## src/design/sliding_window_axis_average_defines.svh

```systemverilog
// Assertion macros for the sliding window average block.
// Included by the top level; defining NO_ASSERTIONS compiles them away.
`ifndef SLIDING_WINDOW_AXIS_AVERAGE_DEFINES_SVH
`define SLIDING_WINDOW_AXIS_AVERAGE_DEFINES_SVH
`ifndef NO_ASSERTIONS
// antecedent holds in this cycle, consequent in the same cycle
`define SWAA_ASSERT_SAME(lbl, ante, cons) \
  lbl: assert property (@(posedge clk) disable iff (!rst_n) (ante) |-> (cons)) \
    else $error("same-cycle check failed");
// antecedent holds in this cycle, consequent in the next one
`define SWAA_ASSERT_NEXT(lbl, ante, cons) \
  lbl: assert property (@(posedge clk) disable iff (!rst_n) (ante) |=> (cons)) \
    else $error("next-cycle check failed");
`else
`define SWAA_ASSERT_SAME(lbl, ante, cons)
`define SWAA_ASSERT_NEXT(lbl, ante, cons)
`endif
`endif

```

## src/design/swaa_pkg.sv

```systemverilog
// Shared sizes, types and helper functions of the sliding window average.
// No dependencies; every module of the block imports this package.
package swaa_pkg;

  localparam int WINDOW_DEPTH = 128;
  localparam int SAMPLE_BITS  = 16;

  // port widths fixed by the interface
  localparam int IN_W   = 16;
  localparam int AVG_W  = 16;
  localparam int FILL_W = 8;

  localparam int PTR_W  = (WINDOW_DEPTH > 1) ? $clog2(WINDOW_DEPTH) : 1;
  localparam int CNT_W  = $clog2(WINDOW_DEPTH + 1);
  localparam int SUM_W  = SAMPLE_BITS + $clog2(WINDOW_DEPTH);
  localparam int STEP_W = $clog2(SUM_W + 1);
  localparam int RAW_W  = (SAMPLE_BITS > IN_W) ? SAMPLE_BITS : IN_W;
  localparam int EXT_W  = (SUM_W > AVG_W) ? SUM_W : AVG_W;
  localparam int WORD_W = 3 * SAMPLE_BITS;

  typedef logic signed [SAMPLE_BITS-1:0] sample_t;
  typedef logic signed [SUM_W-1:0]       sum_t;
  typedef logic [CNT_W-1:0]              count_t;
  typedef logic [PTR_W-1:0]              ptr_t;

  // controller to datapath
  typedef struct packed {
    logic take;       // request accepted, latch payload and read the ring
    logic upd;        // push: update sums, ring, count and write position
    logic clear;      // clear: empty the window
    logic div_start;  // start the three dividers
    logic out_load;   // load the result register
  } swaa_cmd_t;

  // datapath to controller
  typedef struct packed {
    logic is_clear;   // latched request is a clear
    logic div_busy;   // dividers still iterating
  } swaa_sts_t;

  // sample taken from the low SAMPLE_BITS of the field
  function automatic sample_t sext_sample(logic [IN_W-1:0] raw);
    logic [RAW_W-1:0] v;
    v = RAW_W'(raw);
    return sample_t'(v[SAMPLE_BITS-1:0]);
  endfunction

  // low AVG_W bits of a sign-extended quotient
  function automatic logic [AVG_W-1:0] avg_bits(sum_t q);
    logic signed [EXT_W-1:0] e;
    e = EXT_W'(q);
    return e[AVG_W-1:0];
  endfunction

endpackage

```

## src/design/swaa_ctrl.sv

```systemverilog
// Sequencer of the sliding window average: handshakes and step order.
// Depends on swaa_pkg; drives the datapath through swaa_cmd_t.
module swaa_ctrl (
  input  logic                clk,
  input  logic                rst_n,
  input  logic                in_valid,
  output logic                in_ready,
  output logic                out_valid,
  input  logic                out_ready,
  input  swaa_pkg::swaa_sts_t sts,
  output swaa_pkg::swaa_cmd_t cmd
);
  import swaa_pkg::*;

  typedef enum logic [2:0] {
    S_IDLE,
    S_UPD,
    S_DIV_GO,
    S_DIV_WAIT,
    S_OUT
  } state_t;

  state_t state_r;
  logic   out_valid_r;
  logic   out_free;

  // result register can take a new value
  assign out_free = !out_valid_r || out_ready;

  always_comb begin
    cmd           = '0;
    cmd.take      = (state_r == S_IDLE) && in_valid;
    cmd.upd       = (state_r == S_UPD) && !sts.is_clear;
    cmd.clear     = (state_r == S_UPD) && sts.is_clear;
    cmd.div_start = (state_r == S_DIV_GO);
    cmd.out_load  = (state_r == S_OUT) && out_free;
  end

  // state and result valid flag
  always_ff @(posedge clk) begin
    if (!rst_n) begin
      state_r     <= S_IDLE;
      out_valid_r <= 1'b0;
    end else begin
      if (cmd.out_load) begin
        out_valid_r <= 1'b1;
      end else if (out_ready) begin
        out_valid_r <= 1'b0;
      end
      unique case (state_r)
        S_IDLE: begin
          if (in_valid) begin
            state_r <= S_UPD;
          end
        end
        S_UPD: begin
          state_r <= sts.is_clear ? S_OUT : S_DIV_GO;
        end
        S_DIV_GO: begin
          state_r <= S_DIV_WAIT;
        end
        S_DIV_WAIT: begin
          if (!sts.div_busy) begin
            state_r <= S_OUT;
          end
        end
        S_OUT: begin
          if (out_free) begin
            state_r <= S_IDLE;
          end
        end
        default: begin
          state_r <= S_IDLE;
        end
      endcase
    end
  end

  assign in_ready  = (state_r == S_IDLE);
  assign out_valid = out_valid_r;

endmodule

```

## config.mk

```make
export PLATFORM = sky130hd
export DESIGN_NAME = swaa_ctrl
export DESIGN_NICKNAME = d
export VERILOG_FILES = /design/src/design/sliding_window_axis_average_defines.svh /design/src/design/swaa_pkg.sv /design/src/design/swaa_ctrl.sv
export SDC_FILE = /design/constraint.sdc
export NUM_CORES = 1
export LEC_CHECK = 0
export ABC_AREA = 1
export BUFFER_PORTS_ARGS = -buffer_cell sky130_fd_sc_hd__buf_2
export CORE_AREA = 4 4 41 43
export CTS_CLUSTER_DIAMETER = 100
export CTS_CLUSTER_SIZE = 10
export DETAILED_ROUTE_END_ITERATION = 12
export DIE_AREA = 0 0 45 47
export PLACE_DENSITY_LB_ADDON = 0.15
export REMOVE_ABC_BUFFERS = 1
export SYNTH_ARGS = -nofsm -noshare
export SYNTH_HDL_FRONTEND = slang
export SYNTH_SLANG_ARGS = --single-unit
```

## constraint.sdc

```tcl
create_clock -name clk -period 0.9 [get_ports clk]
set_input_delay 0.27 -clock clk [delete_from_list [all_inputs] [get_ports clk]]
set_output_delay 0.27 -clock clk [all_outputs]
set_load 0.01 [all_outputs]
```

==> flow_summary.ini <==
[status]
status = finished, violations left
violations = negative setup slack

[setup_path]
crit_chain = nor4_4 > buf_2
cp-start-kind = flip-flop
crit-reg2reg-capture = state_r[0]
cp-end-kind = output pin
crit_start = state_r[0]
r2r_start = state_r[0]
cpLargestDelayFamily = flip-flops
cp_slowest_cell = dfxtp_4
crit_buf_inv = 1
worst-path-stages = 2
crit_arrival_ns = 1.05
r2r_slack_ns = -0.14
cp_max_fo = 4
cp.required_ns = 0.63
cp-endpoint = cmd[0]
cpPeakStageDelay_ns = 0.36
path_class = reg2out
ff2ff_path_depth = 7

[timing]
setup_viol = 11
worst_slew_pin_slew_ns = 0.214
whs_ns = 0.234
hold_violations = 0
min_period_ns = 1.32
rsz0062_at_grt = true
skew_ns = 0.00231
post-route-period-util_pct = 147
final-max-slew-violation-count = 0
slew_headroom_pct = 85.6
fmax_mhz = 758
worst_slack_ns = -0.419
tns_ns = -2.58

[final_layout]
regArea_um2 = 92.6
syn2layout_area_growth_pct = 81.7
num_antenna_cells = 0
multiInputGateArea_um2 = 206
final_core_util_pct = 40.2
stdcell_count = 81
fill_cells = 149
nets = 74
drive_gt1_share_pct = 71.2

[floorplan]
die_y_um = 47
fp.dieW_um = 45
fp-row-count = 13
die_area_um2 = 2120
start_util_pct = 22.1
core_area_um2 = 1300
ios = 13

[synth]
yosys.area.top_type = dfxtp_1
synthDominantCellAreaShare_pct = 27.8
ys_ff_latch = 4
synth_area_um2 = 288
syn_inst = 45
synth_cell_types = 15
ys_top_cells_by_area = dfxtp_1, inv_1, nor2_1, nor2_2, nor4_4
ys_seq_area_share_pct = 27.8
syn_avg_cell_area_um2 = 6.40
ys_warn_count = 0

[power]
p_leak_nw = 0.268
ir_drop_mv = 0.684
power_density_nw_per_um2 = 1400

[detailed_routing]
route.met2.wl_um = 392
met3_length_um = 19
vias_per_cell = 4.06
drtAntennaViolNets = 0
first_iter_violations = 6
highest-signal-layer = met4
avgRoutedWirePerCell_um = 8.89
firstDrtPassIters = 3
remaining_drc_errors = 0
drt-met1-wl_um = 294
wl_um = 720
vias = 329

[clocking]
cts_tree = built
cts_root_buffer = clkbuf_4
h-tree-depth = 1
clk_pin_slew_ns = 0.04
cts.sinks = 4
cts_buffer_depth = 2
numCtsBuffers = 3
clock_latency_ns = 0.24

[global_route]
grt_pass1_wl_um = 1300
antenna_found_initial = 0
grt_max_degree = 7
grt_usage_pct = 8.69
grt_pass1_vias = 350
grt_overflow = 0

[place]
dpl.hpwl_um = 579
dp_cells = 75
port_buffers = 12
pre_cts_slack_ns = -0.250
gp_congestion = 0.729

[min_path]
holdCritPathClass = in2reg
hold_path_startpoint = rst_n

[job]
maxCapViolCount = 0
## area by class of cell
cell class | instances | share of cell area (%)
multi-input combinational | 28 | 39.5
timing repair buffer | 19 | 25.8
sequential | 4 | 17.7
inverter | 12 | 9.09
clock buffer | 3 | 4.31
tap | 15 | 3.59
## timing repair
item	CTS	global route
endpoints found under the setup margin	10	11
hold buffers	0	0
resized for setup	19	9
pin swaps	6	4
setup buffers	3	0
## cell families after synthesis
group | share of synthesized area (%)
AND/OR/NAND/NOR | 49.1
buffers and inverters | 19.6
flip-flops | 27.8
AO/OA/AOI/OAI | 3.47
## cells in the mapped netlist
cell,instances
dfxtp_1,4
nand3_1,2
nor4_4,1
nand4_1,1
nor2_2,4
a21oi_1,1
nor2_1,9
buf_6,1
inv_1,9
nor3_1,2
inv_2,3
nand3_2,1
o21ai_1,1
nand2_2,1
nand2_1,5
## where the power goes
part	total (W)	internal, W	switching, W
sequential	0.000227	0.000195	0.0000318
clock	0.000221	0.000149	0.0000722
combinational	0.000284	0.000140	0.000144
total	0.000732	0.000484	0.000248
## per-stage QoR
stage	cell area, um2	power [W]
3_5_place_dp	385	0.000426
2_1_floorplan	277	0.000341
4_1_cts	490	0.000706
6_report	523	0.000732
5_1_grt	523	0.000784
3_3_place_gp	385	0.000427
## state kept, by name (all words and copies together) (netlist names)
register and cells:
state_r 3, out_valid 1
## per-layer routing
metal,GRT usage [%],vias to the layer above
met5,0,-
met4,7.02,0
met3,2.30,2
met2,14.7,4
met1,9.09,146
li1,-,177
## worst reg2reg max path, cell delays in order, from the launching register on
cell and delay [ns]:
dfxtp_4 0.36, buf_4 0.14, nor2_2 0.10, nand3_2 0.12, nand2_2 0.07, nor2_1 0.03, o21ai_1 0.06, inv_1 0.04
## worst min-delay path by stage
stage | to | slack (ns) | depth (start not counted)
after floorplan | state_r[1] | 0.37 | 2
after global placement | state_r[1] | 0.48 | 3
after detailed placement | state_r[1] | 0.48 | 3
after CTS | state_r[1] | 0.24 | 3
after global routing | state_r[1] | 0.25 | 3
final | state_r[1] | 0.23 | 3
## placed cells by master (no fill, tap or decap)
master,netlist,layout
nor2_4,0,5
nor3_2,0,2
nor2_1,9,5
inv_1,9,7
dfxtp_2,0,1
a21oi_1,1,1
nor4_4,1,1
inv_2,3,4
dfxtp_4,0,3
nand4_1,1,1
buf_2,0,9
nand2_1,5,3
buf_4,0,6
nor2_2,4,3
o21ai_1,1,1
clkbuf_4,0,3
buf_6,1,4
inv_4,0,1
nand2_2,1,3
nand3_2,1,2
nand3_1,2,1
No activity file was read; power rests on OpenSTA's default activity.
